--- config.mk ---
export PLATFORM = sky130hd
export DESIGN_NAME = sequence_duplicate_remover_unit
export DESIGN_NICKNAME = d
export VERILOG_FILES = /design/src/hdl/sdr_pkg.sv /design/src/hdl/sdr_store.sv /design/src/hdl/sdr_ctrl.sv /design/src/hdl/sequence_duplicate_remover_unit.sv
export SDC_FILE = /design/constraint.sdc
export NUM_CORES = 2
export LEC_CHECK = 0
export ABC_AREA = 1
export BUFFER_PORTS_ARGS = -buffer_cell sky130_fd_sc_hd__buf_2
export CAP_MARGIN = 20
export CORE_MARGIN = 3
export CORE_UTILIZATION = 57
export DETAILED_ROUTE_END_ITERATION = 10
export PLACE_DENSITY_LB_ADDON = 0.1
export SETUP_SLACK_MARGIN = 0.3
export SLEW_MARGIN = 20
export SYNTH_ARGS = -nofsm -noshare
export SYNTH_HDL_FRONTEND = slang
export SYNTH_SLANG_ARGS = --single-unit
export TNS_END_PERCENT = 1
--- constraint.sdc ---
create_clock -name clk -period 8.3 [get_ports clk]
set_input_delay 0.415 -clock clk [delete_from_list [all_inputs] [get_ports clk]]
set_output_delay 0.415 -clock clk [all_outputs]
set_load 0.02 [all_outputs]
--- src/hdl/sdr_pkg.sv ---
`timescale 1ns / 1ps
// ----------------------------------------------------------------------------
// sdr_pkg: shared definitions for the sequence duplicate remover
// Store geometry, the memory request bundle and the result bundle that the
// sequencer hands to the output stage.
// ----------------------------------------------------------------------------
package sdr_pkg;

    localparam int DEPTH  = 64;
    localparam int ADDR_W = (DEPTH > 1) ? $clog2(DEPTH) : 1;
    localparam int CNT_W  = $clog2(DEPTH + 1);
    localparam int DATA_W = 32;

    typedef struct packed {
        logic              we;
        logic [ADDR_W-1:0] waddr;
        logic [DATA_W-1:0] wdata;
        logic [ADDR_W-1:0] raddr;
    } mem_req_t;

    typedef struct packed {
        logic              valid;
        logic [DATA_W-1:0] value;
        logic              end_of_run;
        logic              overflowed;
    } emit_t;

endpackage

--- src/hdl/sdr_store.sv ---
`timescale 1ns / 1ps
// ----------------------------------------------------------------------------
// sdr_store: value store
// One write port and one read port; read data is registered, so a read
// address issued in one cycle returns its data in the next.
// ----------------------------------------------------------------------------
module sdr_store (
    input  logic              clk,
    input  sdr_pkg::mem_req_t req,
    output logic [31:0]       rdata
);
    import sdr_pkg::*;

    logic [DATA_W-1:0] mem [DEPTH];
    logic [DATA_W-1:0] rdata_reg;

    always_ff @(posedge clk)
    begin
        if (req.we)
        begin
            mem[req.waddr] <= req.wdata;
        end
    end

    always_ff @(posedge clk)
    begin
        rdata_reg <= mem[req.raddr];
    end

    assign rdata = rdata_reg;

endmodule

--- src/hdl/sdr_ctrl.sv ---
`timescale 1ns / 1ps
// ----------------------------------------------------------------------------
// sdr_ctrl: load and walk sequencer
// Appends values to the store, then walks it from the newest entry down,
// scanning the newer entries for each candidate and releasing the distinct
// ones. One distinct value is held back so the final one can carry the
// end-of-run mark.
// ----------------------------------------------------------------------------
module sdr_ctrl (
    input  logic              clk,
    input  logic              rst_n,
    input  logic              in_valid,
    output logic              in_stall,
    input  logic [31:0]       value,
    input  logic              last,
    input  logic              out_free,
    input  logic [31:0]       rdata,
    output sdr_pkg::mem_req_t mem_req,
    output sdr_pkg::emit_t    emit
);
    import sdr_pkg::*;

    typedef enum logic [2:0] {
        S_IDLE,
        S_RD_CAND,
        S_LATCH,
        S_SCAN,
        S_CMP,
        S_EMIT,
        S_NEXT,
        S_FLUSH
    } state_t;

    state_t            state_reg, state_next;
    logic [CNT_W-1:0]  fill_reg, fill_next;
    logic              ovf_reg, ovf_next;
    logic [ADDR_W-1:0] pos_reg, pos_next;
    logic [CNT_W-1:0]  j_reg, j_next;
    logic [DATA_W-1:0] cand_reg, cand_next;
    logic [DATA_W-1:0] pend_reg, pend_next;
    logic              have_pend_reg, have_pend_next;

    logic accept;
    logic full;

    assign in_stall = (state_reg != S_IDLE);
    assign accept   = in_valid && !in_stall;
    assign full     = (fill_reg >= CNT_W'(DEPTH));

    always_comb
    begin
        state_next     = state_reg;
        fill_next      = fill_reg;
        ovf_next       = ovf_reg;
        pos_next       = pos_reg;
        j_next         = j_reg;
        cand_next      = cand_reg;
        pend_next      = pend_reg;
        have_pend_next = have_pend_reg;

        mem_req.we    = 1'b0;
        mem_req.waddr = fill_reg[ADDR_W-1:0];
        mem_req.wdata = value;
        mem_req.raddr = (state_reg == S_RD_CAND) ? pos_reg : j_reg[ADDR_W-1:0];

        emit.valid      = 1'b0;
        emit.value      = pend_reg;
        emit.end_of_run = 1'b0;
        emit.overflowed = ovf_reg;

        case (state_reg)
            S_IDLE:
            begin
                if (accept)
                begin
                    if (full)
                    begin
                        ovf_next = 1'b1;
                    end
                    else
                    begin
                        mem_req.we = 1'b1;
                        fill_next  = fill_reg + CNT_W'(1);
                    end
                    if (last)
                    begin
                        // Newest stored entry; the store is never empty here.
                        pos_next   = full ? ADDR_W'(DEPTH - 1) : fill_reg[ADDR_W-1:0];
                        state_next = S_RD_CAND;
                    end
                end
            end
            S_RD_CAND:
            begin
                state_next = S_LATCH;
            end
            S_LATCH:
            begin
                cand_next  = rdata;
                j_next     = CNT_W'(pos_reg) + CNT_W'(1);
                state_next = S_SCAN;
            end
            S_SCAN:
            begin
                if (j_reg >= fill_reg)
                begin
                    state_next = S_EMIT;
                end
                else
                begin
                    state_next = S_CMP;
                end
            end
            S_CMP:
            begin
                if (rdata == cand_reg)
                begin
                    // A newer copy exists, so this one is skipped.
                    state_next = S_NEXT;
                end
                else
                begin
                    j_next     = j_reg + CNT_W'(1);
                    state_next = S_SCAN;
                end
            end
            S_EMIT:
            begin
                if (!have_pend_reg)
                begin
                    pend_next      = cand_reg;
                    have_pend_next = 1'b1;
                    state_next     = S_NEXT;
                end
                else if (out_free)
                begin
                    emit.valid = 1'b1;
                    pend_next  = cand_reg;
                    state_next = S_NEXT;
                end
            end
            S_NEXT:
            begin
                if (pos_reg == '0)
                begin
                    state_next = S_FLUSH;
                end
                else
                begin
                    pos_next   = pos_reg - ADDR_W'(1);
                    state_next = S_RD_CAND;
                end
            end
            S_FLUSH:
            begin
                if (out_free)
                begin
                    emit.valid      = 1'b1;
                    emit.end_of_run = 1'b1;
                    have_pend_next  = 1'b0;
                    fill_next       = '0;
                    ovf_next        = 1'b0;
                    state_next      = S_IDLE;
                end
            end
            default:
            begin
                state_next = S_IDLE;
            end
        endcase
    end

    always_ff @(posedge clk or negedge rst_n)
    begin
        if (!rst_n)
        begin
            state_reg     <= S_IDLE;
            fill_reg      <= '0;
            ovf_reg       <= 1'b0;
            have_pend_reg <= 1'b0;
        end
        else
        begin
            state_reg     <= state_next;
            fill_reg      <= fill_next;
            ovf_reg       <= ovf_next;
            have_pend_reg <= have_pend_next;
        end
    end

    always_ff @(posedge clk)
    begin
        pos_reg  <= pos_next;
        j_reg    <= j_next;
        cand_reg <= cand_next;
        pend_reg <= pend_next;
    end

endmodule

--- src/hdl/sequence_duplicate_remover_unit.sv ---
`timescale 1ns / 1ps
// Loading: one beat per cycle, written unless the store is full; input stalls during a walk.
// Walk: each entry is read and latched, then each newer entry is read and compared through
// the single read port (registered read data); a distinct entry then goes to S_EMIT.
// The first result is registered once a second distinct value is found, else by S_FLUSH.
// Reset (rst_n, asynchronous, active low) empties the store and clears overflow; no
// clearing pass is needed since entries are never read before they are written.
// ----------------------------------------------------------------------------
// sequence_duplicate_remover_unit: top level
// Loads signed values into the store and, on the final beat, returns the
// distinct values newest first through a registered output stage.
// ----------------------------------------------------------------------------
module sequence_duplicate_remover_unit (
    input  logic        clk,
    input  logic        rst_n,
    input  logic        in_valid,
    output logic        in_stall,
    input  logic [31:0] value,
    input  logic        last,
    output logic        out_valid,
    input  logic        out_stall,
    output logic [31:0] distinct_value,
    output logic        end_of_run,
    output logic        overflowed
);
    import sdr_pkg::*;

    mem_req_t          mem_req;
    emit_t             emit;
    logic [DATA_W-1:0] rdata;
    logic              out_free;

    logic              out_valid_reg;
    logic [DATA_W-1:0] value_reg;
    logic              eor_reg;
    logic              ovf_reg;

    assign out_free = !out_valid_reg || !out_stall;

    sdr_ctrl u_ctrl (
        .clk      (clk),
        .rst_n    (rst_n),
        .in_valid (in_valid),
        .in_stall (in_stall),
        .value    (value),
        .last     (last),
        .out_free (out_free),
        .rdata    (rdata),
        .mem_req  (mem_req),
        .emit     (emit)
    );

    sdr_store u_store (
        .clk   (clk),
        .req   (mem_req),
        .rdata (rdata)
    );

    always_ff @(posedge clk or negedge rst_n)
    begin
        if (!rst_n)
        begin
            out_valid_reg <= 1'b0;
        end
        else if (out_free)
        begin
            out_valid_reg <= emit.valid;
        end
    end

    always_ff @(posedge clk)
    begin
        if (out_free && emit.valid)
        begin
            value_reg <= emit.value;
            eor_reg   <= emit.end_of_run;
            ovf_reg   <= emit.overflowed;
        end
    end

    assign out_valid      = out_valid_reg;
    assign distinct_value = value_reg;
    assign end_of_run     = eor_reg;
    assign overflowed     = ovf_reg;

endmodule

* Word level (Yosys, flattened, before mapping)
Memories as Yosys holds them, arrays and structs flattened. A register that Yosys moved wholly into a read port is not among the register bits.
Cells that the tools add are included.
** Word-level totals
- Register bits :: 124
- Memories kept :: 1
- Memory bits (writable) :: 2048
- Output and inout port bits :: 36
- Bits in read-only memories :: 0
- Bits in latches :: 0
- Logic and storage cells :: 92
** Memories
- u_store.mem :: depth 64, width 32, rd ports 1, clocked after memory_dff 1, wr ports 1, RTL line sdr_store.sv:14 : logic [DATA_W-1:0] mem [DEPTH];
** Cells by class
- Muxes and demuxes :: 36
- Shift operators :: 0
- Reductions and logical operators :: 20
- Divide/modulo/power cells :: 0
- Equal/unequal tests :: 17
- Magnitude comparators :: 2
- Bitwise logic cells :: 0
- Add/sub/neg operators :: 4
- Multipliers :: 0
** Operators with widths (count)
- $mux 32 :: 2
- $eq 32x32->1 :: 1
- $mux 6 :: 5
- $mux 7 :: 4
- $pmux 7 s2 :: 2
- $pmux 3 s8 :: 1
- $mux 3 :: 7
- $reduce_and 4->1 :: 4
- $add 7x1->7 const B :: 2
- $eq 3x3->1 const B :: 4
- $ne 2x2->1 const B :: 6
- $pmux 6 s2 :: 1
- $mux 1 :: 11
- $reduce_bool 2->1 :: 4
- $add 6x1->7 const B :: 1
- $ge 7x7->1 :: 1
- $ge 7x7->1 const B :: 1
- $eq 3x2->1 const B :: 2
- $logic_not 6->1 :: 1
- $pmux 1 s2 :: 3
- $reduce_and 2->1 :: 3
- $sub 6x1->6 const B :: 1
- $ne 2x1->1 const B :: 2
- $eq 3x1->1 const B :: 1
- other kinds (6) :: 9

* Longest topological paths before layout
- Depth after elaboration :: 7
- Mapped depth :: 15
- Depth with buffers taken out :: 13

* By module
Synthesis repeated with hierarchy kept, for this count alone.
** Unflattened totals
- Cells, all modules :: 7245
- Area, all modules :: 88308.4 sq um
** Modules (own cells, without submodules)
- sdr_store :: area an instance 82738.1 sq um, seq. area each 62139.6 sq um, cells an instance 6769, instances 1
- sdr_ctrl :: area an instance 4508.1 sq um, seq. area each 2612.5 sq um, cells an instance 437, instances 1
- sequence_duplicate_remover_unit :: area an instance 1062.3 sq um, seq. area each 1046.0 sq um, cells an instance 39, instances 1

* Worst setup path after synthesis
No wires, ideal clock.
- Kind :: register to register
- Start :: register u_ctrl.state_reg[0]
- End :: register u_ctrl.j_reg[0], enable pin
- Library setup time :: 326 ps
- Arrival :: 3622 ps
- Clock period less this slack :: 3948 ps
- Path slack :: 4352 ps
- Cell stages (with the launch flop) :: 6
- Buffers on the path :: 1
- Cells stage by stage :: dfrtp_1 -> buf_2 -> nor3_1 -> or2_2 -> o21ai_0 -> inv_1
** On the way
- Longest elaborated chain between the ends :: 3
** RTL lines
- start: declaration :: RTL line sdr_ctrl.sv:34 : state_t state_reg, state_next;
- start signal: assignment :: RTL line sdr_ctrl.sv:184 : state_reg <= state_next;
- $eq 3x3->1 / $eq 3x2->1 (equally long branches) :: RTL line sdr_ctrl.sv:71 : case (state_reg)
- $ne 2x2->1 (no source line) / $reduce_bool 2->1 (equally long branches)
- $reduce_and 2->1 (no source line) *
- end signal: assignment :: RTL line sdr_ctrl.sv:194 : j_reg <= j_next;
- end: declaration :: RTL line sdr_ctrl.sv:38 : logic [CNT_W-1:0] j_reg, j_next;
Every way passes the cells marked *; elsewhere a longest branch is shown, timed or not.
A chain may end at the register's enable or synchronous reset.

* Worst setup path after layout
- Start :: register u_ctrl.state_reg[0]
- End :: memory u_store.mem[59][26], enable pin
** On the way
- Longest elaborated chain between the ends :: 7
** RTL lines
- $reduce_bool 3->1 :: RTL line sdr_ctrl.sv:46 : assign in_stall = (state_reg != S_IDLE);
- $logic_not 1->1 :: RTL line sdr_ctrl.sv:47 : assign accept = in_valid && !in_stall;
- $logic_and 1x1->1 :: RTL line sdr_ctrl.sv:47
- $mux 1 :: RTL line sdr_ctrl.sv:74 : if (accept)
- $mux 1 * :: RTL line sdr_ctrl.sv:71
- $mux 1 * :: RTL line sdr_store.sv:19 : if (req.we)
- $mux 1 (not written as such) * :: RTL line sdr_store.sv:21 : mem[req.waddr] <= req.wdata;
- end: declaration :: RTL line sdr_store.sv:14
Marks and branches as above.

==> out/qor.csv <==
metric,value,unit
largest_reg_flops,2048,
yosysSeqAreaShare,69.6,%
worst_skew_pair.late_latency,0.86,ns
max_freq,218,MHz
cp-end-kind,flop,
wl_per_cell,25.0,µm
vias,64100,
layout-drive-gt1-share,7.45,%
ys_seq_elements,2204,
rsz0062_at_grt,false,
outcome,"complete, no violations",
path_clk_slew,0.06,ns
dieArea,0.171,mm²
syn_area,0.0945,mm²
ios,73,
setup_viol,0,
dieHeight,413,µm
top_layer,met5,
critical_path_class,reg2reg,
p_leak,41.8,nW
grt_max_degree,178,
routed_via_density,5.82,
ys.warnings.count,0,
clockRootBuffer,clkbuf_16,
numCtsBuffers,217,
final-hold-violation-count,0,
grt_use_total,32.2,%
finalCritPeriodShare,55.3,%
yosysMostFrequentCell,edfxtp_1,
synthDominantCellAreaShare,68.6,%
wirelength,275000,µm
place.detailed.hpwl,139000,µm
powerDensity,357,mW/mm²
antenna_found_initial,14,
gp_congestion,0.851,
cp.arrival,5.08,ns
grt_pass1_wl,403000,µm
die_w,413,µm
ys.flop_type,edfxtp_1,
fin_skew,0.0312,ns
worst_slew_pin_slew,1.21,ns
drcViolationCount,0,
cts_tree,done,
synthTopCellsByCount,"edfxtp_1, nand2_1, nand3_1",
drt_iter0_markers,9067,
final_nets,8693,
synth_nets,8731,
yosysTopAreaCell,edfxtp_1,
critPathLaunchType,flop,
period_needed,4.59,ns
wl_met3,32800,µm
hp-class,in2reg,
met2_length,123000,µm
p_total,0.0373,W
area_delta_synth_final,10.5,%
start_util,57.7,%
largest_register,u_store.mem,
syn_avg_cell_area,10.9,µm²
slew_headroom,19.1,%
cp.required,8.79,ns
cts_resized,0,
synth_edf_count,2159,
async_reset_ff_share,0.590,%
drtAntennaViolNets,0,
r2r_slack,3.71,ns
core_area,0.164,mm²
grt-ovfl-total,0,
crit_fanout,17,
syn_inst,8682,
instances_no_fill,11000,
cts_max_level,4,
vdd_drop_max,610,µV
grt_pass1_vias,60400,
synth_area_leaders,"edfxtp_1, nand3_1, nand2_1, inv_1, nand3b_1",
met1_length,110000,µm
cts_max_path_buffers,3,
final_max_slew_viol_count,0,
tns,0,ns
numPortBuffers,72,
drt_first_pass_iters,8,
ys_types,41,
cts.sinks,2204,
drv_cap,0,
std_cell_rows,148,
dp.cells,10600,
==> routing by layer <==
metal,vias up,global-route usage [%]
met5,-,0
met4,4,11.1
met3,524,6.85
met2,3723,48.8
met1,31100,46.4
li1,28800,-
==> final cells by class <==
type / count / area [µm²]
Tap cell: 2175 / 2720
Antenna cell: 12 / 30.0
Clock buffer: 290 / 5820
Fill cell: 12700 / 59300
Clock inverter: 121 / 1190
Multi-Input combinational cell: 4532 / 21600
Inverter: 1466 / 5520
Timing Repair Buffer: 223 / 1770
Sequential cell: 2204 / 65800
==> cell families after synthesis <==
kind of cell / synth area share [%]
xor gates and xnor gates: 0.222
DFF: 69.6
buffers and inverters: 8.17
AOI/OAI and AO/OA: 0.323
adders and majority gates: 0.159
and+or+nand+nor: 21.5
==> through the flow <==
step	hold slack, ns	utilization [%]	instance area [µm²]	setup slack, ns
floorplan	0.119	-	94500	4.35
global placement	0.323	59.4	97300	3.88
finish	0.0592	63.8	104000	3.71
global route	0.0848	63.8	104000	3.52
CTS	0.00496	63.8	104000	3.80
detailed placement	0.323	59.4	97300	3.81
==> placed cells by master, fill, tap and decap left out, drive strengths merged, types with 13 or more instances in the layout <==
| cell | n |
|---|---|
| buf | 219 |
| bufinv | 19 |
| clkbuf | 291 |
| clkinv | 92 |
| dfrtp | 13 |
| dfxtp | 32 |
| edfxtp | 2159 |
| inv | 1470 |
| nand2 | 2124 |
| nand3 | 1883 |
| nand3b | 287 |
| nor2 | 94 |
| o21ai | 28 |
| or2 | 41 |
| xnor2 | 20 |
==> timing repair <==
action	in CTS	in global routing
hold buffers	3	0
buffers inserted	0	0
hold endpoints to repair	15	0
==> report_power, final <==
part	total (W)	internal, W	switching (W)
Combinational	0.0143	0.00371	0.0105
Sequential	0.0133	0.0128	0.000480
Clock	0.00976	0.00553	0.00423
Total	0.0373	0.0221	0.0153
==> final timing paths <==
| check | startpoint | end | depth (start not counted) |
|---|---|---|---|
| hold / removal | in_valid | u_ctrl.state_reg[0] | 6 |
| min in group asynchronous | rst_n | u_ctrl.fill_reg[2] | 3 |
| setup / recovery | u_ctrl.state_reg[0] | u_store.mem[59][26] | 13 |
| setup reg to reg | u_ctrl.state_reg[0] | u_store.mem[59][26] | 13 |
| max in group asynchronous | rst_n | u_ctrl.fill_reg[4] | 3 |
| hold reg to reg | u_ctrl.pend_reg[17] | distinct_value[17] | 0 |
==> worst max-delay path, cell delays in order, from the launching register on <==
cell and delay (ns):
dfrtp_1 0.55, nor2_1 0.12, nand2_2 0.13, inv_1 0.08, nand2_1 0.08, nand2_1 0.07
inv_1 0.07, o21ai_0 0.12, nor2_1 0.27, inv_1 0.11, nor2_1 0.20, nand3_1 0.85
nor2_4 1.07, buf_4 0.49
Power figures use the tool's default switching activity.
